**src/hw/rtl/rgb2hsv_pkg.sv**
```systemverilog
`timescale 1ns / 1ps

package rgb2hsv_pkg;

    // channel and result widths
    localparam int CH_W   = 8;
    localparam int QUO_W  = 8;

    // hue numerator n + k*d lies in 0..6*d, d up to 255
    localparam int NUM_W  = 11;
    // hue dividend 255*num and divisor 6*d
    localparam int HNUM_W = 19;
    localparam int HDEN_W = 11;
    // saturation dividend 255*d, divisor mx
    localparam int SNUM_W = 16;

    // one quotient bit per divider stage
    localparam int DIV_STAGES = QUO_W;
    // three prep stages ahead of the divider stages
    localparam int PREP_STAGES = 3;
    localparam int PIPE_DEPTH  = PREP_STAGES + DIV_STAGES;

    // configuration port
    localparam int CFG_ADDR_W = 2;
    localparam int CFG_DATA_W = 1;

    localparam logic [CFG_ADDR_W-1:0] REG_RED_EN   = 2'd0;
    localparam logic [CFG_ADDR_W-1:0] REG_GREEN_EN = 2'd1;
    localparam logic [CFG_ADDR_W-1:0] REG_BLUE_EN  = 2'd2;

    // which channel holds the maximum
    localparam logic [1:0] SEL_RED   = 2'd0;
    localparam logic [1:0] SEL_GREEN = 2'd1;
    localparam logic [1:0] SEL_BLUE  = 2'd2;

    typedef logic [1:0] max_sel_t;

endpackage

```
**src/hw/rtl/rgb_to_hsv_converter_unit.sv**
```systemverilog
`timescale 1ns / 1ps

// each input transfer passes the prep stages, then the divider stages, on its way to the m_ side
// throughput: one pixel per cycle while the output is not stalled; two restoring dividers, one quotient bit per stage
// the whole pipeline advances while the output register is empty or being taken
// reset: synchronous active-low aresetn clears all stage valid bits and sets all
// three channel enables to 1; data registers are not reset
module rgb_to_hsv_converter_unit (
    input  logic                                  aclk,
    input  logic                                  aresetn,

    // input pixel stream
    input  logic                                  s_tvalid,
    output logic                                  s_tready,
    input  logic [3*rgb2hsv_pkg::CH_W-1:0]        s_tdata,   // red, green, blue

    // result stream
    output logic                                  m_tvalid,
    input  logic                                  m_tready,
    output logic [3*rgb2hsv_pkg::CH_W-1:0]        m_tdata,   // hue, saturation, brightness

    // configuration write port
    input  logic                                  cfg_wr_en,
    input  logic [rgb2hsv_pkg::CFG_ADDR_W-1:0]    cfg_addr,
    input  logic [rgb2hsv_pkg::CFG_DATA_W-1:0]    cfg_wdata
);

    localparam int CH_W   = rgb2hsv_pkg::CH_W;
    localparam int QUO_W  = rgb2hsv_pkg::QUO_W;
    localparam int NUM_W  = rgb2hsv_pkg::NUM_W;
    localparam int HNUM_W = rgb2hsv_pkg::HNUM_W;
    localparam int HDEN_W = rgb2hsv_pkg::HDEN_W;
    localparam int SNUM_W = rgb2hsv_pkg::SNUM_W;
    localparam int NDIV   = rgb2hsv_pkg::DIV_STAGES;
    localparam int DEPTH  = rgb2hsv_pkg::PIPE_DEPTH;

    // ------------------------------------------------------------------
    // channel enables
    // ------------------------------------------------------------------
    logic red_en_reg;
    logic green_en_reg;
    logic blue_en_reg;

    always_ff @(posedge aclk) begin
        if (!aresetn) begin
            red_en_reg   <= 1'b1;
            green_en_reg <= 1'b1;
            blue_en_reg  <= 1'b1;
        end else if (cfg_wr_en) begin
            case (cfg_addr)
                rgb2hsv_pkg::REG_RED_EN:   red_en_reg   <= cfg_wdata[0];
                rgb2hsv_pkg::REG_GREEN_EN: green_en_reg <= cfg_wdata[0];
                rgb2hsv_pkg::REG_BLUE_EN:  blue_en_reg  <= cfg_wdata[0];
                default: ;  // writes past the register list are dropped
            endcase
        end
    end

    // ------------------------------------------------------------------
    // pipeline control: all stages move together when the output frees up
    // ------------------------------------------------------------------
    logic             adv;
    logic [DEPTH-1:0] vld_reg;
    logic [DEPTH-1:0] vld_next;

    assign adv      = !vld_reg[DEPTH-1] || m_tready;
    assign s_tready = adv;
    assign m_tvalid = vld_reg[DEPTH-1];
    assign vld_next = {vld_reg[DEPTH-2:0], s_tvalid};

    always_ff @(posedge aclk) begin
        if (!aresetn) begin
            vld_reg <= '0;
        end else if (adv) begin
            vld_reg <= vld_next;
        end
    end

    // ------------------------------------------------------------------
    // stage 1: mask channels, find max and min, pick the max channel
    // ------------------------------------------------------------------
    logic [CH_W-1:0]           r_in, g_in, b_in;
    logic [CH_W-1:0]           mx_in, mn_in;
    rgb2hsv_pkg::max_sel_t     sel_in;

    logic [CH_W-1:0]           p1_r_reg, p1_g_reg, p1_b_reg;
    logic [CH_W-1:0]           p1_mx_reg, p1_mn_reg;
    rgb2hsv_pkg::max_sel_t     p1_sel_reg;

    always_comb begin
        r_in = red_en_reg   ? s_tdata[CH_W-1:0]        : '0;
        g_in = green_en_reg ? s_tdata[2*CH_W-1:CH_W]   : '0;
        b_in = blue_en_reg  ? s_tdata[3*CH_W-1:2*CH_W] : '0;

        // ties go to red first, then green
        if (r_in >= g_in && r_in >= b_in) begin
            sel_in = rgb2hsv_pkg::SEL_RED;
            mx_in  = r_in;
        end else if (g_in >= b_in) begin
            sel_in = rgb2hsv_pkg::SEL_GREEN;
            mx_in  = g_in;
        end else begin
            sel_in = rgb2hsv_pkg::SEL_BLUE;
            mx_in  = b_in;
        end

        mn_in = (r_in <= g_in) ? r_in : g_in;
        if (b_in < mn_in) begin
            mn_in = b_in;
        end
    end

    always_ff @(posedge aclk) begin
        if (adv) begin
            p1_r_reg   <= r_in;
            p1_g_reg   <= g_in;
            p1_b_reg   <= b_in;
            p1_mx_reg  <= mx_in;
            p1_mn_reg  <= mn_in;
            p1_sel_reg <= sel_in;
        end
    end

    // ------------------------------------------------------------------
    // stage 2: d = mx - mn and hue numerator n + k*d (always 0..6*d)
    // ------------------------------------------------------------------
    logic [CH_W-1:0]  d_p2;
    logic [NUM_W-1:0] d_w;
    logic [NUM_W-1:0] num_p2;

    logic [CH_W-1:0]  p2_d_reg;
    logic [NUM_W-1:0] p2_num_reg;
    logic [CH_W-1:0]  p2_mx_reg;

    always_comb begin
        d_p2 = p1_mx_reg - p1_mn_reg;
        d_w  = NUM_W'(d_p2);
        case (p1_sel_reg)
            rgb2hsv_pkg::SEL_RED: begin
                if (p1_g_reg >= p1_b_reg) begin
                    num_p2 = NUM_W'(p1_g_reg) - NUM_W'(p1_b_reg);
                end else begin
                    // wrap past 360 degrees: 6d - (b - g)
                    num_p2 = (d_w << 2) + (d_w << 1) + NUM_W'(p1_g_reg)
                           - NUM_W'(p1_b_reg);
                end
            end
            rgb2hsv_pkg::SEL_GREEN: begin
                num_p2 = (d_w << 1) + NUM_W'(p1_b_reg) - NUM_W'(p1_r_reg);
            end
            default: begin
                num_p2 = (d_w << 2) + NUM_W'(p1_r_reg) - NUM_W'(p1_g_reg);
            end
        endcase
    end

    always_ff @(posedge aclk) begin
        if (adv) begin
            p2_d_reg   <= d_p2;
            p2_num_reg <= num_p2;
            p2_mx_reg  <= p1_mx_reg;
        end
    end

    // ------------------------------------------------------------------
    // stage 3: scale by 255 (shift and subtract), form divisors
    // feeds divider slot 0
    // ------------------------------------------------------------------
    logic [HNUM_W-1:0] hrem_reg [0:NDIV];
    logic [HDEN_W-1:0] hden_reg [0:NDIV];
    logic [QUO_W-1:0]  hq_reg   [0:NDIV];
    logic [SNUM_W-1:0] srem_reg [0:NDIV];
    logic [CH_W-1:0]   sden_reg [0:NDIV];
    logic [QUO_W-1:0]  sq_reg   [0:NDIV];
    logic              grey_reg [0:NDIV];

    logic [HNUM_W-1:0] hnum_p3;
    logic [HDEN_W-1:0] hden_p3;
    logic [SNUM_W-1:0] snum_p3;

    always_comb begin
        hnum_p3 = (HNUM_W'(p2_num_reg) << CH_W) - HNUM_W'(p2_num_reg);
        hden_p3 = (HDEN_W'(p2_d_reg) << 2) + (HDEN_W'(p2_d_reg) << 1);
        snum_p3 = (SNUM_W'(p2_d_reg) << CH_W) - SNUM_W'(p2_d_reg);
    end

    always_ff @(posedge aclk) begin
        if (adv) begin
            hrem_reg[0] <= hnum_p3;
            hden_reg[0] <= hden_p3;
            hq_reg[0]   <= '0;
            srem_reg[0] <= snum_p3;
            sden_reg[0] <= p2_mx_reg;
            sq_reg[0]   <= '0;
            // d == 0 forces hue and saturation to zero (covers black too)
            grey_reg[0] <= (p2_d_reg == '0);
        end
    end

    // ------------------------------------------------------------------
    // divider stages: restoring division, msb of the quotient first
    // both quotients are known to fit in 8 bits when the divisor is nonzero
    // ------------------------------------------------------------------
    logic [HNUM_W-1:0] hrem_next [1:NDIV];
    logic [QUO_W-1:0]  hq_next   [1:NDIV];
    logic [SNUM_W-1:0] srem_next [1:NDIV];
    logic [QUO_W-1:0]  sq_next   [1:NDIV];

    for (genvar j = 1; j <= NDIV; j++) begin : g_div
        localparam int SH = NDIV - j;

        logic [HNUM_W-1:0] hsub;
        logic [SNUM_W-1:0] ssub;
        logic              hge;
        logic              sge;

        always_comb begin
            hsub = HNUM_W'(hden_reg[j-1]) << SH;
            ssub = SNUM_W'(sden_reg[j-1]) << SH;
            hge  = (hrem_reg[j-1] >= hsub);
            sge  = (srem_reg[j-1] >= ssub);
            hrem_next[j] = hge ? (hrem_reg[j-1] - hsub) : hrem_reg[j-1];
            srem_next[j] = sge ? (srem_reg[j-1] - ssub) : srem_reg[j-1];
            hq_next[j]   = hq_reg[j-1] | (QUO_W'(hge) << SH);
            sq_next[j]   = sq_reg[j-1] | (QUO_W'(sge) << SH);
        end

        always_ff @(posedge aclk) begin
            if (adv) begin
                hrem_reg[j] <= hrem_next[j];
                hden_reg[j] <= hden_reg[j-1];
                hq_reg[j]   <= hq_next[j];
                srem_reg[j] <= srem_next[j];
                sden_reg[j] <= sden_reg[j-1];
                sq_reg[j]   <= sq_next[j];
                grey_reg[j] <= grey_reg[j-1];
            end
        end
    end

    // ------------------------------------------------------------------
    // output: last divider slot is the output register
    // brightness is mx, which the saturation divisor carries along
    // ------------------------------------------------------------------
    assign m_tdata = {sden_reg[NDIV],
                      grey_reg[NDIV] ? '0 : sq_reg[NDIV],
                      grey_reg[NDIV] ? '0 : hq_reg[NDIV]};

endmodule

```
**config.mk**
```make
export PLATFORM = sky130hd
export DESIGN_NAME = rgb_to_hsv_converter_unit
export DESIGN_NICKNAME = d
export VERILOG_FILES = /design/src/hw/rtl/rgb2hsv_pkg.sv /design/src/hw/rtl/rgb_to_hsv_converter_unit.sv
export SDC_FILE = /design/constraint.sdc
export NUM_CORES = 1
export LEC_CHECK = 0
export BUFFER_PORTS_ARGS = -buffer_cell sky130_fd_sc_hd__buf_2
export CAP_MARGIN = 30
export CORE_ASPECT_RATIO = 0.7
export CORE_MARGIN = 2
export CORE_UTILIZATION = 25
export CTS_CLUSTER_DIAMETER = 150
export DETAILED_ROUTE_END_ITERATION = 6
export GPL_ROUTABILITY_DRIVEN = 0
export MAX_ROUTING_LAYER = met4
export SLEW_MARGIN = 5
export SYNTH_ARGS = -nofsm -noshare
export SYNTH_HDL_FRONTEND = slang
export SYNTH_SLANG_ARGS = --single-unit
```
**constraint.sdc**
```tcl
create_clock -name aclk -period 21 [get_ports aclk]
set_input_delay 3.15 -clock aclk [delete_from_list [all_inputs] [get_ports aclk]]
set_output_delay 3.15 -clock aclk [all_outputs]
set_load 0.01 [all_outputs]
```
Word-level counts from Yosys, hierarchy flattened
Memory sizes are Yosys's and may differ from the RTL's.
Cells that the tools add are included.
Storage, ports and cells
  register bits: 83
  latch bits: 0
  RAM bits: 639
  ROM bits: 0
  input port bits: 32
  output and inout port bits: 26
  word-level logic and storage cells: 128
  memories kept: 7
Memories
  hrem_reg: depth 9, bits a word 19, rd ports 8, clocked after memory_dff 0, wr ports 9, RTL line rgb_to_hsv_converter_unit.sv:169  | logic [HNUM_W-1:0] hrem_reg [0:NDIV];
  srem_reg: depth 9, bits a word 16, rd ports 8, clocked after memory_dff 0, wr ports 9, RTL line rgb_to_hsv_converter_unit.sv:172  | logic [SNUM_W-1:0] srem_reg [0:NDIV];
  hden_reg: depth 9, bits a word 11, rd ports 8, clocked after memory_dff 0, wr ports 9, RTL line rgb_to_hsv_converter_unit.sv:170  | logic [HDEN_W-1:0] hden_reg [0:NDIV];
  hq_reg: depth 9, bits a word 8, rd ports 9, clocked after memory_dff 0, wr ports 9, RTL line rgb_to_hsv_converter_unit.sv:171  | logic [QUO_W-1:0] hq_reg [0:NDIV];
  sden_reg: depth 9, bits a word 8, rd ports 9, clocked after memory_dff 0, wr ports 9, RTL line rgb_to_hsv_converter_unit.sv:173  | logic [CH_W-1:0] sden_reg [0:NDIV];
  sq_reg: depth 9, bits a word 8, rd ports 9, clocked after memory_dff 0, wr ports 9, RTL line rgb_to_hsv_converter_unit.sv:174  | logic [QUO_W-1:0] sq_reg [0:NDIV];
  1 more memories
Cells by class
  add/subtract/negate cells: 28
  $mul: 0
  divide/modulo/power cells: 0
  $lt $le $gt $ge: 22
  equal/unequal tests: 3
  shift operators: 0
  multiplexer cells: 30
  bitwise gates (word level): 16
  reduce and logical (&&, ||, !) cells: 9
Operators with widths (number)
  two-way mux 19 bit: 8
  two-way mux 16 bit: 8
  two-way mux 8 bit: 9
  subtractor 19 x 11 -> 19 bit: 2
  greater-or-equal comparator 8 bit: 4
  subtractor 16 x 8 -> 16 bit: 2
  adder 10 x 9 -> 11 bit: 2
  case mux 11 bit (2 select lines): 1
  subtractor 11 x 8 -> 11 bit: 2
  greater-or-equal comparator 19 x 11 -> 1 bit: 1
  greater-or-equal comparator 19 x 12 -> 1 bit: 1
  greater-or-equal comparator 19 x 13 -> 1 bit: 1
  greater-or-equal comparator 19 x 14 -> 1 bit: 1
  greater-or-equal comparator 19 x 15 -> 1 bit: 1
  greater-or-equal comparator 19 x 16 -> 1 bit: 1
  greater-or-equal comparator 19 x 17 -> 1 bit: 1
  greater-or-equal comparator 19 x 18 -> 1 bit: 1
  subtractor 19 x 12 -> 19 bit: 1
  subtractor 19 x 13 -> 19 bit: 1
  subtractor 19 x 14 -> 19 bit: 1
  subtractor 19 x 15 -> 19 bit: 1
  subtractor 19 x 16 -> 19 bit: 1
  subtractor 19 x 17 -> 19 bit: 1
  subtractor 19 x 18 -> 19 bit: 1
  other kinds (42): 55

Longest topological paths before layout
Gate-level depths: netlist of the first run.
  depth in word-level cells: 6
  depth in mapped cells: 20
  depth with buffers taken out: 20

Worst setup path before layout of the first run
Ideal clock, no wire load.
  kind: input to output
  start: in m_tready
  end: out s_tready
  arrival: 18.842 ns
  data required time: 17.850 ns
  path slack: -0.992 ns
  cell stages on the path: 3
  path buffers: 1
  path through: nor2b_1 > inv_1 > clkbuf_1
On the way
  cells in the longest elaborated chain, start to end: 1
Ends and longest elaborated chain
  start: declaration: RTL line rgb_to_hsv_converter_unit.sv:19  | input logic m_tready,
  logical OR 1 bit: RTL line rgb_to_hsv_converter_unit.sv:66  | assign adv = !vld_reg[DEPTH-1] || m_tready;
  end: declaration: RTL line rgb_to_hsv_converter_unit.sv:14  | output logic s_tready,
No other way between the ends.

Worst setup path in the final report of the first run
Same ends and word-level chain as after synthesis.

==> results.yml, run 1 <==
status:
  status: "finished clean"
setup_path:
  arrival_ns: 4.15
  endpoint_kind: "output port"
  crit_type: "in -> out"
  crit_required_ns: 17.85
  cp_max_fo: 79
  critPathLaunchType: "primary input"
clock_tree:
  clock-sinks: 581
  cts_made_buffers: 52
  clkTransAtPathRegs_ns: 0.06
  root_buffer: "clkbuf_16"
  cts_resized: 0
  htreeDepth: 2
  cts_hold_buf: 0
  cts_tree: "done"
  clock_latency_ns: 0.64
  postCtsSetupBuffers: 0
  clk_path_buf_depth: 3
placed_design:
  place_ws_ns: 13.08
  dp.final_hpwl_um: 44360
  place_inst: 4341
  port_buffers: 57
global_route:
  grt_antenna_before_repair: 1
  grt_pass1_vias: 18590
  grt_overflow: 0
  grt_max_degree: 181
  grt.total_usage_pct: 9.525
  grt_pass1_wl_um: 98290
timing:
  finalCriticalPeriod_ns: 7.303
  hold_violations: 0
  rsz0062_at_grt: "no"
  final.period_utilization_pct: 34.78
  clock.fmax_mhz: 136.9
  setup_violations: 0
  setup_tns_ns: 0
  slew_headroom_pct: 34.66
  layout_setup_ws_ns: 13.70
  fin_skew_ns: 0.05412
  slew_viol_final: 0
  worst_pin_slew_ns: 0.9801
logic_synthesis:
  synth-edff-count: 567
  synthArstFlopShare_pct: 0
  synth_top_family_by_area: "adder cells"
  syn_avg_cell_area_um2: 11.85
  synth_compound_area_share_pct: 10.37
  synthXorXnorAreaFrac_pct: 4.921
  synth_flop_cell: "edfxtp_1"
  synth-seq-cells: 581
  muxShareOfSynthArea_pct: 2.617
  synthCells: 2659
  synth_seq_area_share_pct: 54.94
  synth_cell_type_count: 75
  yosysWarnings: 0
  synthAdderAreaFrac_pct: 12.61
  synth_area_mm2: 0.03150
  syn_nets: 2981
  yosys.area_share.simple_pct: 10.28
drt:
  drtPass1Iterations: 6
  vias: 19240
  drtIter0Drc: 1370
  vias_per_cell: 4.335
  wirelength_um: 59720
  final_antenna_net_count: 0
  wire_per_inst_um: 13.46
  drc: 0
floorplan:
  fp.coreArea_mm2: 0.1245
  dieArea_mm2: 0.1289
  io_pins: 58
  die_h_um: 301.0
  start_util_pct: 25.31
  die_w_um: 428.3
  rows: 108
run:
  drv_cap: 0
cells_and_area:
  layout_common_cells: "edfxtp_1, inv_1, ha_1"
  largest_reg_flops: 152
  layout-drive-gt1-share_pct: 7.245
  fin_nets: 3070
  n_fill_cell: 12650
  n_antenna_cell: 0
  final_common_cell: "edfxtp_1"
  instances_no_fill: 4438
  final-seq-area_mm2: 0.01731
  multiInputGateArea_mm2: 0.01285
  area_growth_pct: 13.13
hold_path:
  hold_class: "reg -> reg"
## metal layers
layer,vias to the layer above,GRT usage (%),share of wire (%)
met3,83,1.618,4.2
li1,9782,-,-
met1,8987,13.55,52
met5,-,-,0
met2,386,14.08,42
met4,0,2.221,1.9
## synthesized netlist by cell type, types with 35 or more instances
library cell | n | area [um2]
a21o_1 | 39 | 292.8
o21a_1 | 39 | 292.8
nor2_1 | 172 | 645.6
fa_1 | 46 | 920.9
inv_1 | 313 | 1175
edfxtp_1 | 567 | 17030
nand2b_1 | 43 | 269.0
mux2i_1 | 40 | 400.4
o21ai_0 | 138 | 690.7
nor3_1 | 54 | 270.3
nor2b_1 | 62 | 387.9
a21oi_1 | 164 | 820.8
xnor2_1 | 101 | 884.6
xor2_1 | 76 | 665.6
nand2_1 | 164 | 615.6
ha_1 | 244 | 3053
mux2_2 | 35 | 394.1
## kinds of logic (layout without fill, tap and decap cells)
kind of cell,Yosys count,after routing
AO/OA/AOI/OAI,524,524
XOR/XNOR,177,177
adder cells (fa/ha/maj),290,290
buffers and inverters,354,483
flip-flops,581,581
multiplexers,77,77
AND/OR/NAND/NOR,656,656
## critical path, cell delays in order
cell and delay, ns:
buf_2 0.08, nor2b_1 0.05, buf_4 0.18, inv_8 0.38, buf_2 0.24
## through the flow
| stage | util [%] | area, um2 | hold WS [ns] |
|---|---|---|---|
| 5_1_grt | 28.64 | 35640 | 0.3996 |
| 3_5_place_dp | 27.21 | 33860 | 0.4045 |
| 4_1_cts | 28.59 | 35580 | 0.3761 |
| 2_1_floorplan | - | 31500 | 0.4003 |
| 3_3_place_gp | 27.15 | 33780 | 0.4006 |
| 6_report | 28.64 | 35640 | 0.3814 |
## layout make-up
| cell class | instances | area share [%] |
|---|---|---|
| Tap cell | 1650 | 5.793 |
| Multi-Input combinational cell | 1724 | 36.07 |
| Clock buffer | 63 | 3.851 |
| Clock inverter | 31 | 0.9724 |
| Sequential cell | 581 | 48.56 |
| Inverter | 316 | 3.349 |
| Timing Repair Buffer | 73 | 1.408 |
## worst paths after layout
| check | to | start | slack (ns) | cells after the start |
|---|---|---|---|---|
| max | s_tready | m_tready | 13.70 | 5 |
| min | grey_reg[0][2]$_DFFE_PP_ | grey_reg[0][1]$_DFFE_PP_ | 0.38 | 0 |
| max reg2reg | p2_num_reg[10]$_DFFE_PP_ | p1_mx_reg[0]$_DFFE_PP_ | 15.99 | 20 |
| min reg2reg | grey_reg[0][2]$_DFFE_PP_ | grey_reg[0][1]$_DFFE_PP_ | 0.38 | 0 |
Power of run 1 is left out: the tool's default activity adds up to more than one toggle a clock period on the data nets, which glitch-free logic cannot reach.
==> run 2: changes to the inputs <==
==> constraint.sdc (replaced) <==
create_clock -name aclk -period 7.1 [get_ports aclk]
set_input_delay 1.065 -clock aclk [delete_from_list [all_inputs] [get_ports aclk]]
set_output_delay 1.065 -clock aclk [all_outputs]
set_load 0.01 [all_outputs]
==> results.yml, run 2 (synthesis results as in run 1) <==
status:
  status: "finished clean"
timing:
  setup_tns_ns: 0
  slew_viol_final: 0
  worst_pin_slew_ns: 1.103
  finalCriticalPeriod_ns: 4.794
  slew_headroom_pct: 26.44
  clock.fmax_mhz: 208.6
  setup_violations: 0
  fin_skew_ns: 0.04272
  rsz0062_at_grt: "no"
  layout_setup_ws_ns: 2.306
  final.period_utilization_pct: 67.52
  hold_violations: 0
clock_tree:
  clock-sinks: 581
  htreeDepth: 2
  postCtsSetupBuffers: 0
  root_buffer: "clkbuf_16"
  cts_made_buffers: 54
  clock_latency_ns: 0.65
  cts_resized: 0
  cts_tree: "done"
  clk_path_buf_depth: 3
  cts_hold_buf: 0
  clkTransAtPathRegs_ns: 0.07
cells_and_area:
  n_fill_cell: 12630
  layout-drive-gt1-share_pct: 7.601
  final_cell_area_mm2: 0.03570
  largest_reg_flops: 152
  fin_nets: 3068
  final_common_cell: "edfxtp_1"
  multiInputGateArea_mm2: 0.01285
  layout_common_cells: "edfxtp_1, inv_1, ha_1"
  area_growth_pct: 13.32
  final-seq-area_mm2: 0.01731
setup_path:
  cp_slowest_cell: "fa_1"
  crit_start: "p1_mx_reg[0]$_DFFE_PP_"
  ff2ff_setup_slack_ns: 2.31
  cpMostUsedCell: "inv_1"
  crit_type: "reg -> reg"
  max_stage_delay_ns: 0.50
  endpoint_kind: "flop"
  reg2reg_depth: 20
  timing.rr.end: "p2_num_reg[10]$_DFFE_PP_"
  arrival_ns: 5.12
  critPathLaunchType: "flop"
  crit_required_ns: 7.43
  r2r-start: "p1_mx_reg[0]$_DFFE_PP_"
  cp_max_fo: 5
  path_cells: "inv_1, ha_1, inv_1, fa_1, a21o_1, a21oi_1, xnor2_1, inv_1, fa_1, inv_1, fa_1, inv_1, ha_1, o21ai_0, nor2_1, or4_1, a21oi_1, xnor2_1, a21oi_1, a22oi_1"
drt:
  drtIter0Drc: 1502
  drc: 0
  vias_per_cell: 4.357
  drtPass1Iterations: 5
  vias: 19350
  wire_per_inst_um: 13.71
  final_antenna_net_count: 0
  wirelength_um: 60870
hold_path:
  hold_class: "reg -> reg"
  hold_path_end: "hq_reg[0][38]$_DFFE_PP_"
  worstHoldStart: "hq_reg[0][30]$_DFFE_PP_"
  hold_depth: 0
placed_design:
  place_ws_ns: 2.335
  port_buffers: 57
  dpl_cell_area_mm2: 0.03384
  dp.final_hpwl_um: 45120
floorplan:
  io_pins: 58
  die_w_um: 428.3
  fp.coreArea_mm2: 0.1245
  die_h_um: 301.0
  dieArea_mm2: 0.1289
  rows: 108
  start_util_pct: 25.31
global_route:
  grt.total_usage_pct: 9.653
  grt_max_degree: 197
  grt_pass1_wl_um: 98950
  grt_pass1_vias: 18840
  grt_antenna_before_repair: 4
  grt_overflow: 0
run:
  drv_cap: 0
==> run 2: worst max path at each step <==
stage                                           to  slack [ns]  cells after the start
after floorplan                           s_tready        0.82                      3
after global placement      p1_mn_reg[0]$_DFFE_PP_        2.37                     16
after detailed placement    p1_mn_reg[0]$_DFFE_PP_        2.34                     16
after CTS                 p2_num_reg[10]$_DFFE_PP_        2.31                     20
after global routing      p2_num_reg[10]$_DFFE_PP_        1.99                     20
final                     p2_num_reg[10]$_DFFE_PP_        2.31                     20
==> run 2: cell type report <==
cell class	instances	share of cell area, %
antenna	1	0.007010
clock buffer	60	3.848
clock inverter	39	1.342
inverter	316	3.344
multi-input combinational	1724	36.01
sequential	581	48.48
tap	1650	5.783
timing repair buffer	69	1.188
==> run 2: critical path, delay by kind of cell (launching register included) <==
kind	cells	cell delay, ns
AND/OR/NAND/NOR	2	0.52
buffers and inverters	5	0.36
XOR/XNOR	2	0.40
flip-flops	1	0.39
adder cells (fa/ha/maj)	5	1.88
AO/OA/AOI/OAI	6	0.91
==> run 2: layer usage <==
| layer | part of all wire (%) | up-vias | global-route usage [%] | wire [um] |
|---|---|---|---|---|
| met5 | 0 | - | - | 0 |
| met4 | 2.8 | 0 | 2.904 | 1680 |
| met3 | 4.5 | 117 | 1.707 | 2729 |
| met2 | 41 | 419 | 14.15 | 25190 |
| met1 | 51 | 9024 | 13.54 | 31270 |
| li1 | - | 9787 | - | - |
==> run 2: stage by stage <==
stage               util (%)  hold slack, ns  instances
finish                 28.68          0.3861       4440
global route           28.68          0.3801       4440
CTS                    28.68          0.3780       4438
detailed placement     27.19          0.4045       4339
global placement       27.15          0.4001       4336
floorplan                  -          0.4003       2659
Power of run 2 is left out for the same reason.
